==> config.mk <==
export PLATFORM = sky130hd
export DESIGN_NAME = sorted_min_priority_queue
export DESIGN_NICKNAME = d
export VERILOG_FILES = /design/src/hdl/spq_pkg.sv /design/src/hdl/spq_store.sv /design/src/hdl/spq_ctrl.sv /design/src/hdl/sorted_min_priority_queue.sv
export SDC_FILE = /design/constraint.sdc
export NUM_CORES = 1
export LEC_CHECK = 0
export ABC_AREA = 0
export BUFFER_PORTS_ARGS = -buffer_cell sky130_fd_sc_hd__buf_2
export CORE_ASPECT_RATIO = 0.8
export CORE_MARGIN = 2
export CORE_UTILIZATION = 60
export CTS_BUF_LIST = sky130_fd_sc_hd__clkbuf_8
export DETAILED_ROUTE_END_ITERATION = 12
export HOLD_SLACK_MARGIN = 0.12
export PLACE_DENSITY = 0.78
export SLEW_MARGIN = 20
export SYNTH_ARGS = -nofsm -noshare
export SYNTH_HDL_FRONTEND = slang
export SYNTH_HIERARCHICAL = 1
export SYNTH_SLANG_ARGS = --single-unit
==> constraint.sdc <==
create_clock -name clk -period 5.55 [get_ports clk]
set_input_delay 0 -clock clk [delete_from_list [all_inputs] [get_ports clk]]
set_output_delay 0 -clock clk [all_outputs]
set_load 0.01 [all_outputs]
==> src/hdl/spq_pkg.sv <==
package spq_pkg;

  localparam int DEF_CAPACITY = 16;
  localparam int DEF_KEY_BITS = 16;

  // Fixed port widths of the payload fields.
  localparam int KEY_W   = 16;
  localparam int TAG_W   = 16;
  localparam int COUNT_W = 5;

  typedef enum logic {
    CMD_INSERT  = 1'b0,
    CMD_DEQUEUE = 1'b1
  } command_t;

  typedef enum logic [1:0] {
    STATUS_OK    = 2'd0,
    STATUS_FULL  = 2'd1,
    STATUS_EMPTY = 2'd2
  } status_t;

  // Port strobes from the sequencer to the entry store.
  typedef struct packed {
    logic rd_en;
    logic wr_en;
  } mem_ctl_t;

endpackage

==> src/hdl/spq_store.sv <==
module spq_store #(
  parameter int DEPTH = spq_pkg::DEF_CAPACITY,
  parameter int AW    = $clog2(DEPTH),
  parameter int EW    = spq_pkg::KEY_W + spq_pkg::TAG_W
) (
  input  logic              clk,
  input  spq_pkg::mem_ctl_t ctl,
  input  logic [AW-1:0]     rd_addr,
  input  logic [AW-1:0]     wr_addr,
  input  logic [EW-1:0]     wr_data,
  output logic [EW-1:0]     rd_data
);

  logic [EW-1:0] mem [DEPTH];

  always_ff @(posedge clk) begin
    if (ctl.wr_en) begin
      mem[wr_addr] <= wr_data;
    end
  end

  always_ff @(posedge clk) begin
    if (ctl.rd_en) begin
      rd_data <= mem[rd_addr];
    end
  end

endmodule

==> src/hdl/spq_ctrl.sv <==
module spq_ctrl #(
  parameter int CAPACITY = spq_pkg::DEF_CAPACITY,
  parameter int SK       = spq_pkg::KEY_W,
  parameter int AW       = $clog2(CAPACITY),
  parameter int CW       = $clog2(CAPACITY + 1),
  parameter int EW       = SK + spq_pkg::TAG_W
) (
  input  logic                     clk,
  input  logic                     rst,
  input  logic                     item_valid,
  output logic                     item_ready,
  input  logic                     command,
  input  logic [SK-1:0]            new_key,
  input  logic [spq_pkg::TAG_W-1:0] new_tag,
  output spq_pkg::mem_ctl_t        mem_ctl,
  output logic [AW-1:0]            rd_addr,
  output logic [AW-1:0]            wr_addr,
  output logic [EW-1:0]            wr_data,
  input  logic [EW-1:0]            rd_data,
  input  logic                     slot_free,
  output logic                     done,
  output spq_pkg::status_t         res_status,
  output logic                     res_out_valid,
  output logic [SK-1:0]            res_out_key,
  output logic [spq_pkg::TAG_W-1:0] res_out_tag,
  output logic                     res_head_valid,
  output logic [SK-1:0]            res_head_key,
  output logic [spq_pkg::TAG_W-1:0] res_head_tag,
  output logic [CW-1:0]            res_count
);

  typedef enum logic [2:0] {
    S_IDLE,
    S_INS_RD,
    S_INS_CMP,
    S_INS_HEAD,
    S_DEQ_RD,
    S_DEQ_WR,
    S_DONE
  } state_t;

  state_t                    state;
  logic [CW-1:0]             count;
  logic [AW-1:0]             idx;
  logic [SK-1:0]             key_r;
  logic [spq_pkg::TAG_W-1:0] tag_r;
  logic [SK-1:0]             head_key;
  logic [spq_pkg::TAG_W-1:0] head_tag;
  logic [SK-1:0]             rd_key;
  logic                      shift_up;

  assign rd_key   = rd_data[EW-1 -: SK];
  // An older entry moves up while its key is not below the new key, so the
  // newest of equal keys ends up in front.
  assign shift_up = (rd_key >= key_r);

  assign item_ready     = (state == S_IDLE);
  assign done           = (state == S_DONE) && slot_free;
  assign res_count      = count;
  assign res_head_valid = (count != '0);
  assign res_head_key   = (count != '0) ? head_key : '0;
  assign res_head_tag   = (count != '0) ? head_tag : '0;

  // One memory access per state, and a read is always consumed in the state
  // after it, so a read never meets a pending write to the same entry.
  always_comb begin
    mem_ctl = '0;
    rd_addr = idx;
    wr_addr = '0;
    wr_data = {key_r, tag_r};
    case (state)
      S_IDLE: begin
        if (item_valid && (command == spq_pkg::CMD_INSERT) && (count == '0)) begin
          mem_ctl.wr_en = 1'b1;
          wr_data       = {new_key, new_tag};
        end
      end
      S_INS_RD: begin
        mem_ctl.rd_en = 1'b1;
      end
      S_INS_CMP: begin
        mem_ctl.wr_en = 1'b1;
        wr_addr       = idx + AW'(1);
        wr_data       = shift_up ? rd_data : {key_r, tag_r};
      end
      S_INS_HEAD: begin
        mem_ctl.wr_en = 1'b1;
      end
      S_DEQ_RD: begin
        mem_ctl.rd_en = 1'b1;
      end
      S_DEQ_WR: begin
        mem_ctl.wr_en = 1'b1;
        wr_addr       = idx - AW'(1);
        wr_data       = rd_data;
      end
      default: begin
      end
    endcase
  end

  always_ff @(posedge clk) begin
    if (rst) begin
      state <= S_IDLE;
      count <= '0;
    end else begin
      case (state)
        S_IDLE: begin
          if (item_valid) begin
            key_r         <= new_key;
            tag_r         <= new_tag;
            res_status    <= spq_pkg::STATUS_OK;
            res_out_valid <= 1'b0;
            res_out_key   <= '0;
            res_out_tag   <= '0;
            if (command == spq_pkg::CMD_INSERT) begin
              if (count == CW'(CAPACITY)) begin
                res_status <= spq_pkg::STATUS_FULL;
                state      <= S_DONE;
              end else if (count == '0) begin
                head_key <= new_key;
                head_tag <= new_tag;
                count    <= CW'(1);
                state    <= S_DONE;
              end else begin
                idx   <= AW'(count - CW'(1));
                state <= S_INS_RD;
              end
            end else begin
              if (count == '0) begin
                res_status <= spq_pkg::STATUS_EMPTY;
                state      <= S_DONE;
              end else begin
                res_out_valid <= 1'b1;
                res_out_key   <= head_key;
                res_out_tag   <= head_tag;
                if (count == CW'(1)) begin
                  count <= '0;
                  state <= S_DONE;
                end else begin
                  idx   <= AW'(1);
                  state <= S_DEQ_RD;
                end
              end
            end
          end
        end
        S_INS_RD: begin
          state <= S_INS_CMP;
        end
        S_INS_CMP: begin
          if (shift_up) begin
            if (idx == '0) begin
              state <= S_INS_HEAD;
            end else begin
              idx   <= idx - AW'(1);
              state <= S_INS_RD;
            end
          end else begin
            count <= count + CW'(1);
            state <= S_DONE;
          end
        end
        S_INS_HEAD: begin
          head_key <= key_r;
          head_tag <= tag_r;
          count    <= count + CW'(1);
          state    <= S_DONE;
        end
        S_DEQ_RD: begin
          state <= S_DEQ_WR;
        end
        S_DEQ_WR: begin
          if (idx == AW'(1)) begin
            head_key <= rd_key;
            head_tag <= rd_data[spq_pkg::TAG_W-1:0];
          end
          if (CW'(idx) == count - CW'(1)) begin
            count <= count - CW'(1);
            state <= S_DONE;
          end else begin
            idx   <= idx + AW'(1);
            state <= S_DEQ_RD;
          end
        end
        S_DONE: begin
          if (slot_free) begin
            state <= S_IDLE;
          end
        end
        default: begin
          state <= S_IDLE;
        end
      endcase
    end
  end

endmodule

==> src/hdl/sorted_min_priority_queue.sv <==
// Channel   Handshake                    Payload
// item      item_valid / item_ready      command, new_key, new_tag
// result    result_valid / result_ready  status, out_valid, out_key, out_tag,
//                                        head_valid, head_key, head_tag, entry_count
//
// One item is in work at a time; the entries sit sorted in a single-port-read,
// single-port-write memory with a registered read; a copy of the front entry
// is kept in registers. An insert walks from the back toward the front, a read
// and a write per moved entry, until a compare stops the walk or the front is
// reached; a dequeue moves each remaining entry one place forward, a read and a
// write each. An insert into an empty queue, a dequeue of the last entry or any
// rejected item goes straight to the finish. Reset clears only the entry count,
// the sequencer state and the result valid flag. A result waiting in the output
// register does not block the next item; only the following finish stalls.
module sorted_min_priority_queue #(
  parameter int CAPACITY = spq_pkg::DEF_CAPACITY,
  parameter int KEY_BITS = spq_pkg::DEF_KEY_BITS
) (
  input  logic                        clk,
  input  logic                        rst,
  input  logic                        item_valid,
  output logic                        item_ready,
  input  logic                        command,
  input  logic [spq_pkg::KEY_W-1:0]   new_key,
  input  logic [spq_pkg::TAG_W-1:0]   new_tag,
  output logic                        result_valid,
  input  logic                        result_ready,
  output logic [1:0]                  status,
  output logic                        out_valid,
  output logic [spq_pkg::KEY_W-1:0]   out_key,
  output logic [spq_pkg::TAG_W-1:0]   out_tag,
  output logic                        head_valid,
  output logic [spq_pkg::KEY_W-1:0]   head_key,
  output logic [spq_pkg::TAG_W-1:0]   head_tag,
  output logic [spq_pkg::COUNT_W-1:0] entry_count
);

  localparam int SK = (KEY_BITS < spq_pkg::KEY_W) ? KEY_BITS : spq_pkg::KEY_W;
  localparam int AW = $clog2(CAPACITY);
  localparam int CW = $clog2(CAPACITY + 1);
  localparam int EW = SK + spq_pkg::TAG_W;

  spq_pkg::mem_ctl_t         mem_ctl;
  logic [AW-1:0]             rd_addr;
  logic [AW-1:0]             wr_addr;
  logic [EW-1:0]             wr_data;
  logic [EW-1:0]             rd_data;
  logic                      slot_free;
  logic                      done;
  spq_pkg::status_t          res_status;
  logic                      res_out_valid;
  logic [SK-1:0]             res_out_key;
  logic [spq_pkg::TAG_W-1:0] res_out_tag;
  logic                      res_head_valid;
  logic [SK-1:0]             res_head_key;
  logic [spq_pkg::TAG_W-1:0] res_head_tag;
  logic [CW-1:0]             res_count;

  assign slot_free = !result_valid || result_ready;

  spq_ctrl #(
    .CAPACITY (CAPACITY),
    .SK       (SK),
    .AW       (AW),
    .CW       (CW),
    .EW       (EW)
  ) u_ctrl (
    .clk            (clk),
    .rst            (rst),
    .item_valid     (item_valid),
    .item_ready     (item_ready),
    .command        (command),
    .new_key        (new_key[SK-1:0]),
    .new_tag        (new_tag),
    .mem_ctl        (mem_ctl),
    .rd_addr        (rd_addr),
    .wr_addr        (wr_addr),
    .wr_data        (wr_data),
    .rd_data        (rd_data),
    .slot_free      (slot_free),
    .done           (done),
    .res_status     (res_status),
    .res_out_valid  (res_out_valid),
    .res_out_key    (res_out_key),
    .res_out_tag    (res_out_tag),
    .res_head_valid (res_head_valid),
    .res_head_key   (res_head_key),
    .res_head_tag   (res_head_tag),
    .res_count      (res_count)
  );

  spq_store #(
    .DEPTH (CAPACITY),
    .AW    (AW),
    .EW    (EW)
  ) u_store (
    .clk     (clk),
    .ctl     (mem_ctl),
    .rd_addr (rd_addr),
    .wr_addr (wr_addr),
    .wr_data (wr_data),
    .rd_data (rd_data)
  );

  // Output register: holds one finished result until its transfer.
  always_ff @(posedge clk) begin
    if (rst) begin
      result_valid <= 1'b0;
    end else begin
      if (done) begin
        result_valid <= 1'b1;
      end else if (result_ready) begin
        result_valid <= 1'b0;
      end
    end
    if (done) begin
      status      <= res_status;
      out_valid   <= res_out_valid;
      out_key     <= spq_pkg::KEY_W'(res_out_key);
      out_tag     <= res_out_tag;
      head_valid  <= res_head_valid;
      head_key    <= spq_pkg::KEY_W'(res_head_key);
      head_tag    <= res_head_tag;
      entry_count <= spq_pkg::COUNT_W'(res_count);
    end
  end

  a_one_item_in_work: assert property (@(posedge clk) disable iff (rst)
    item_valid && item_ready |=> !item_ready)
    else $error("item accepted while another item is in work");

  a_dequeue_status: assert property (@(posedge clk) disable iff (rst)
    result_valid && out_valid |-> status == spq_pkg::STATUS_OK)
    else $error("dequeued entry returned with an error status");

  a_empty_has_no_head: assert property (@(posedge clk) disable iff (rst)
    result_valid && (status == spq_pkg::STATUS_EMPTY) |-> !head_valid && !out_valid)
    else $error("dequeue on empty reports an entry");

  a_full_keeps_head: assert property (@(posedge clk) disable iff (rst)
    result_valid && (status == spq_pkg::STATUS_FULL) |-> head_valid && !out_valid)
    else $error("dropped insert reports a bad head or a dequeued entry");

endmodule

==> flow_metrics.py, run 1 <==
metrics = {
    "outcome": {
        "status": "complete, no violations",
    },
    "worst_hold_path": {
        "hp-class": "in -> reg",
    },
    "synth": {
        "async_flop_share_pct": 0,
        "ys_seq_area_share_pct": 76.15,
        "synth_flop_cell": "edfxtp_1",
        "syn_avg_cell_area_sq_um": 18.96,
        "yosys-top-cells-count": "edfxtp_1 (720), mux4_2 (128), nand2_1 (117)",
        "synth_top_cell_by_area": "edfxtp_1",
        "synth_edf_count": 720,
        "synth.area.top_cells": "edfxtp_1 (76%), mux4_2 (10%), a22oi_1 (2.5%), nand2_1 (1.5%), nor2b_1 (1.2%)",
        "ys_ff_latch": 729,
        "syn-cell-area_sq_um": 28630,
        "synth.distinct_cells": 66,
        "synth.most_common_cell": "edfxtp_1",
        "syn-num-nets": 1569,
        "synthesis.instances": 1510,
        "netlist.area_leader.share_pct": 75.52,
        "yosys_warnings": 6,
    },
    "power": {
        "cellPowerDensity_nw_per_um2": 474.3,
        "peakVddDrop_v": 0.0003391,
        "finalPower_mw": 15.47,
        "leakage_nw": 11.05,
    },
    "sta": {
        "drv_slew": 0,
        "tightestPinTransition_ns": 1.113,
        "clock_skew_ns": 0.03456,
        "grt_setup_unrepaired": "no",
        "max_clock_freq_mhz": 256.0,
        "worst_slack_ns": 1.643,
        "post-route-period-util_pct": 70.39,
        "setup_viol": 0,
        "slew_headroom_pct": 25.56,
        "fin_tns_setup_ns": 0,
        "hold_viol_final": 0,
        "final.min_clock_period_ns": 3.907,
    },
    "floorplanning": {
        "die_w_um": 248.2,
        "std_cell_rows": 71,
        "dieArea_sq_um": 49490,
        "num_io_pins": 112,
        "initial_utilization_pct": 60.80,
        "coreArea_sq_um": 47080,
        "fp.dieH_um": 199.4,
    },
    "clock_network": {
        "cts_hold_buf": 64,
        "cts_sinks": 729,
        "cts-root-buf": "clkbuf_8",
        "cts_resized": 0,
        "cts_inserted_buffers": 106,
        "clk_pin_slew_ns": 0.07,
        "clk_latency_ns": 0.71,
        "clockBufferDepth": 3,
        "cts_tree": "done",
        "htree_levels": 3,
        "postCtsSetupBuffers": 0,
    },
    "worst_setup_path": {
        "cp_max_fo": 36,
        "cp_slowest_stage_delay_ns": 0.77,
        "arrival_ns": 4.26,
        "critPathRequiredTime_ns": 5.91,
        "cp-start-kind": "flip-flop",
        "cpMaxStageDelayCell": "nor3_2",
        "worstSetupPathType": "reg -> reg",
        "path_delay_family": "simple AND/OR/NAND/NOR gates",
        "cp-end-kind": "flip-flop",
        "cp_num_buf_inv": 3,
        "r2r_slack_ns": 1.64,
        "crit_chain": "inv_1, ha_1, nor4b_4, buf_4, and3_1, and2_1, or3_1, nand3b_1, nor3_2, buf_12",
    },
    "routing": {
        "routed_wl_um": 67930,
        "route.detailed.drc": 0,
        "first_iter_violations": 2194,
        "viasPerCell": 6.462,
        "firstDrtPassIters": 6,
        "dr_total_vias": 15820,
        "wl_per_cell_um": 27.75,
        "ant_nets": 0,
    },
    "placed_design": {
        "routabilityCongestion": 0.8715,
        "dpl.hpwl_um": 36610,
        "place_ws_ns": 1.720,
        "numPortBuffers": 111,
    },
    "global_routing": {
        "grt_pass1_wl_um": 100100,
        "grt_pass1_vias": 15710,
        "antenna_found_initial": 4,
        "grt_max_degree": 104,
        "grt_usage_pct": 28.28,
        "gr-total-overflow": 0,
    },
    "finish": {
        "area_growth_pct": 13.90,
        "fill_cells": 2932,
        "multi_input_area_sq_um": 6476,
        "seq_area_sq_um": 21800,
        "reg.largest.list": "u_store/mem (512), u_store/rd_data (32)",
        "drive_gt1_share_pct": 24.48,
        "nNetsFinal": 1801,
        "largest_reg_flops": 512,
        "top_register": "u_store/mem",
    },
    "job": {
        "drv_cap": 0,
    },
}
==> layer usage <==
| layer | global-route usage, % | share of wire (%) | vias up |
|---|---|---|---|
| met3 | 8.528 | 13 | 135 |
| li1 | - | - | 6604 |
| met2 | 41.68 | 45 | 1113 |
| met4 | 8.157 | 2.2 | 0 |
| met1 | 41.62 | 39 | 7968 |
| met5 | 0 | 0 | - |
==> through the flow <==
stage | hold WS [ns] | utilization, % | instance area, sq um | std cells
2_1_floorplan | 0.06244 | - | 28630 | 1510
3_3_place_gp | 0.2167 | 63.80 | 30040 | 2190
3_5_place_dp | 0.2178 | 63.80 | 30040 | 2190
4_1_cts | 0.1245 | 69.24 | 32600 | 2446
5_1_grt | 0.1432 | 69.24 | 32600 | 2446
6_report | 0.1613 | 69.25 | 32610 | 2448
==> kinds of logic (layout without fill, tap and decap cells) <==
| family | after synthesis | count (layout) | share of synthesized area, % |
|---|---|---|---|
| AO/OA/AOI/OAI | 203 | 203 | 5.643 |
| XOR/XNOR | 6 | 6 | 0.1836 |
| adder cells (fa/ha/maj) | 22 | 22 | 0.9615 |
| buffers and inverters | 118 | 434 | 1.718 |
| flip-flops | 729 | 729 | 76.15 |
| multiplexers | 128 | 128 | 10.07 |
| other | 0 | 2 | 0 |
| AND/OR/NAND/NOR | 304 | 304 | 5.271 |
==> report_power, final <==
| part | switching [mW] | internal (mW) |
|---|---|---|
| Sequential | 0.279 | 7.50 |
| Combinational | 2.56 | 1.19 |
| Clock | 2.00 | 1.93 |
| Total | 4.84 | 10.6 |
==> path summary, 6_finish.rpt <==
| kind | end | start | cells after the start |
|---|---|---|---|
| setup / recovery | u_store/mem[4][27]$_DFFE_PP_ | u_ctrl/res_count[0]$_SDFFE_PP0P_ | 10 |
| hold / removal | u_ctrl/key_r[9]$_DFFE_PP_ | new_key[9] | 2 |
| setup reg to reg | u_store/mem[4][27]$_DFFE_PP_ | u_ctrl/res_count[0]$_SDFFE_PP0P_ | 10 |
| hold reg to reg | out_tag[14]$_DFFE_PP_ | u_ctrl/res_out_tag[14]$_SDFFCE_PP0P_ | 0 |
==> layout make-up <==
class                           count  share of cell area, %
Sequential cell                   729                  66.86
Multi-Input combinational cell    663                  19.86
Timing Repair Buffer              213                  4.658
Clock buffer                      106                  4.474
Tap cell                          620                  2.379
Clock inverter                     86                  1.416
Inverter                           29                 0.3338
Antenna cell                        2                0.01535
==> worst register-to-register path: cells and delay by family, from the launching register on <==
kind          cells  cell delay (ns)
buf+inv           3             0.88
simple gates      6             1.92
fa+ha+maj         1             0.33
flops             1             0.41
==> layout by cell type (no fill, tap or decap), drive strengths merged, types with 3 or more instances in the layout <==
master	instances
a211oi	6
nor3	15
nand2b	7
nand3b	3
and2	36
clkinv	44
edfxtp	720
a22oi	96
bufinv	3
ha	22
a21oi	17
dlygate4sd3	64
buf	149
o221a	3
a31oi	3
xor2	4
nor2	47
o22ai	4
clkbuf	106
mux4	128
o311ai	4
dfxtp	9
o21ai	10
nand4	3
and3	5
nand2	118
inv	66
nand3	8
nor2b	53
a221o	33
Power figures use the tool's default switching activity.
==> inputs of run 2 (changes only) <==
Settings changed: CORE_UTILIZATION 60 to 58.
Clock period 5.55 ns to 3.5 ns, I/O delays scaled along.
==> run 2 against run 1 <==
Effect of this change:
- cell area increased by 1.8%
- largest power group unchanged
- cell count increased by 2.6%
- clock skew increased by 0.0064 ns
- critical path type unchanged
==> flow_metrics.py, run 2 (same netlist as run 1, synthesis figures left out) <==
metrics = {
    "outcome": {
        "status": "complete, no violations",
    },
    "finish": {
        "final_common_cell": "edfxtp_1",
        "drive_gt1_share_pct": 25.97,
        "mostFrequentLayoutCells": "edfxtp_1 (720), mux4_2 (128), nand2_1 (117), buf_2 (111), clkbuf_8 (109)",
        "fin_util_pct": 68.35,
        "antenna-diode-count": 0,
        "area_growth_pct": 15.94,
        "stdcell_count": 2512,
        "largest_reg_flops": 512,
        "top_register": "u_store/mem",
        "fill_cells": 2856,
        "multi_input_area_sq_um": 6495,
        "seq_area_sq_um": 21800,
        "nNetsFinal": 1854,
        "reg.largest.list": "u_store/mem (512), u_store/rd_data (32)",
    },
    "routing": {
        "dr_total_vias": 15990,
        "ant_nets": 0,
        "viasPerCell": 6.367,
        "wl_per_cell_um": 26.59,
        "firstDrtPassIters": 6,
        "first_iter_violations": 2019,
        "routed_wl_um": 66790,
        "route.detailed.drc": 0,
    },
    "placed_design": {
        "dpl.hpwl_um": 37540,
        "routabilityCongestion": 0.8768,
        "numPortBuffers": 111,
        "dp_cells": 2242,
    },
    "power": {
        "peakVddDrop_v": 0.0003592,
        "leakage_nw": 11.33,
        "finalPower_mw": 24.72,
        "cellPowerDensity_nw_per_um2": 744.7,
    },
    "worst_setup_path": {
        "arrival_ns": 3.67,
        "cpMaxStageDelayCell": "a221o_1",
        "cp-start-kind": "flip-flop",
        "critPathRequiredTime_ns": 3.88,
        "r2r_start": "u_store/rd_data[31]$_DFFE_PP_",
        "cp_max_fo": 21,
        "crit_start": "u_store/rd_data[31]$_DFFE_PP_",
        "crit_chain": "ha_1, nand4_1, nor3_1, a21oi_1, a31o_2, nand2_1, buf_4, a221o_1",
        "worstSetupPathType": "reg -> reg",
        "cp-end-kind": "flip-flop",
        "cp_slowest_stage_delay_ns": 0.68,
    },
    "clock_network": {
        "cts_sinks": 729,
        "cts_resized": 0,
        "clockBufferDepth": 3,
        "cts_tree": "done",
        "cts-root-buf": "clkbuf_8",
        "cts_inserted_buffers": 108,
        "clk_latency_ns": 0.72,
        "clk_pin_slew_ns": 0.06,
        "htree_levels": 3,
    },
    "floorplanning": {
        "std_cell_rows": 72,
        "dieArea_sq_um": 51160,
        "fp.dieH_um": 202.7,
        "coreArea_sq_um": 48560,
        "die_w_um": 252.4,
        "num_io_pins": 112,
        "initial_utilization_pct": 58.96,
    },
    "sta": {
        "slew_headroom_pct": 32.82,
        "hold_viol_final": 0,
        "clock_skew_ns": 0.04094,
        "grt_setup_unrepaired": "no",
        "setup_viol": 0,
        "final.min_clock_period_ns": 3.285,
        "tightestPinTransition_ns": 1.008,
        "post-route-period-util_pct": 93.86,
        "fin_tns_setup_ns": 0,
        "max_clock_freq_mhz": 304.4,
        "drv_slew": 0,
    },
    "global_routing": {
        "grt_pass1_vias": 16240,
        "antenna_found_initial": 2,
        "gr-total-overflow": 0,
        "grt_pass1_wl_um": 100700,
        "grt_usage_pct": 26.78,
        "grt_max_degree": 75,
    },
    "job": {
        "drv_cap": 0,
    },
    "worst_hold_path": {
        "min_from": "new_tag[0]",
        "hp-class": "in -> reg",
    },
}
==> run 2: critical path: cells and delay by family (launching register included) <==
family	cells	cell delay (ns)
simple gates	3	0.60
flops	1	0.45
buf+inv	1	0.31
compound gates	3	1.24
fa+ha+maj	1	0.34
==> run 2: worst paths after layout <==
| check | endpoint | slack (ns) | cells after the start |
|---|---|---|---|
| hold reg to reg | status[1]$_DFFE_PP_ | 0.41 | 0 |
| setup / recovery | u_store/mem[13][20]$_DFFE_PP_ | 0.21 | 8 |
| setup reg to reg | u_store/mem[13][20]$_DFFE_PP_ | 0.21 | 8 |
| hold / removal | u_ctrl/head_tag[0]$_DFFE_PP_ | 0.18 | 4 |
==> run 2: area by class of cell <==
| type | instances | area share (%) |
|---|---|---|
| Timing Repair Buffer | 264 | 6.179 |
| Clock buffer | 109 | 4.520 |
| Sequential cell | 729 | 65.68 |
| Tap cell | 629 | 2.371 |
| Multi-Input combinational cell | 663 | 19.57 |
| Inverter | 29 | 0.3280 |
| Clock inverter | 89 | 1.350 |
==> run 2: what timing repair did <==
item	4_1_cts	5_1_grt
hold endpoints to repair	385	0
buffers inserted	0	0
hold buffers	72	0
==> run 2: power by group <==
part / switching (mW) / leakage [nW] / internal (mW)
registers: 0.413 / 6.63 / 11.9
clock network: 3.19 / 1.12 / 3.06
logic: 4.12 / 3.58 / 2.04
total: 7.72 / 11.3 / 17.0
==> run 2: per-stage QoR <==
| step | area (sq um) | hold slack, ns | setup slack (ns) |
|---|---|---|---|
| after floorplan | 28670 | 0.06244 | -0.3647 |
| after global placement | 30520 | 0.2103 | 0.3580 |
| after detailed placement | 30520 | 0.2213 | 0.3525 |
| after CTS | 33190 | 0.1314 | 0.2724 |
| after global routing | 33190 | 0.1654 | 0.1048 |
| final | 33190 | 0.1808 | 0.2148 |
==> run 2: per-layer routing <==
layer	global-route usage [%]	part of all wire (%)	wire, um
met1	37.67	38	25520
met2	41.53	48	31810
met3	6.923	12	8000
met4	8.981	2.2	1442
met5	0	0.033	22
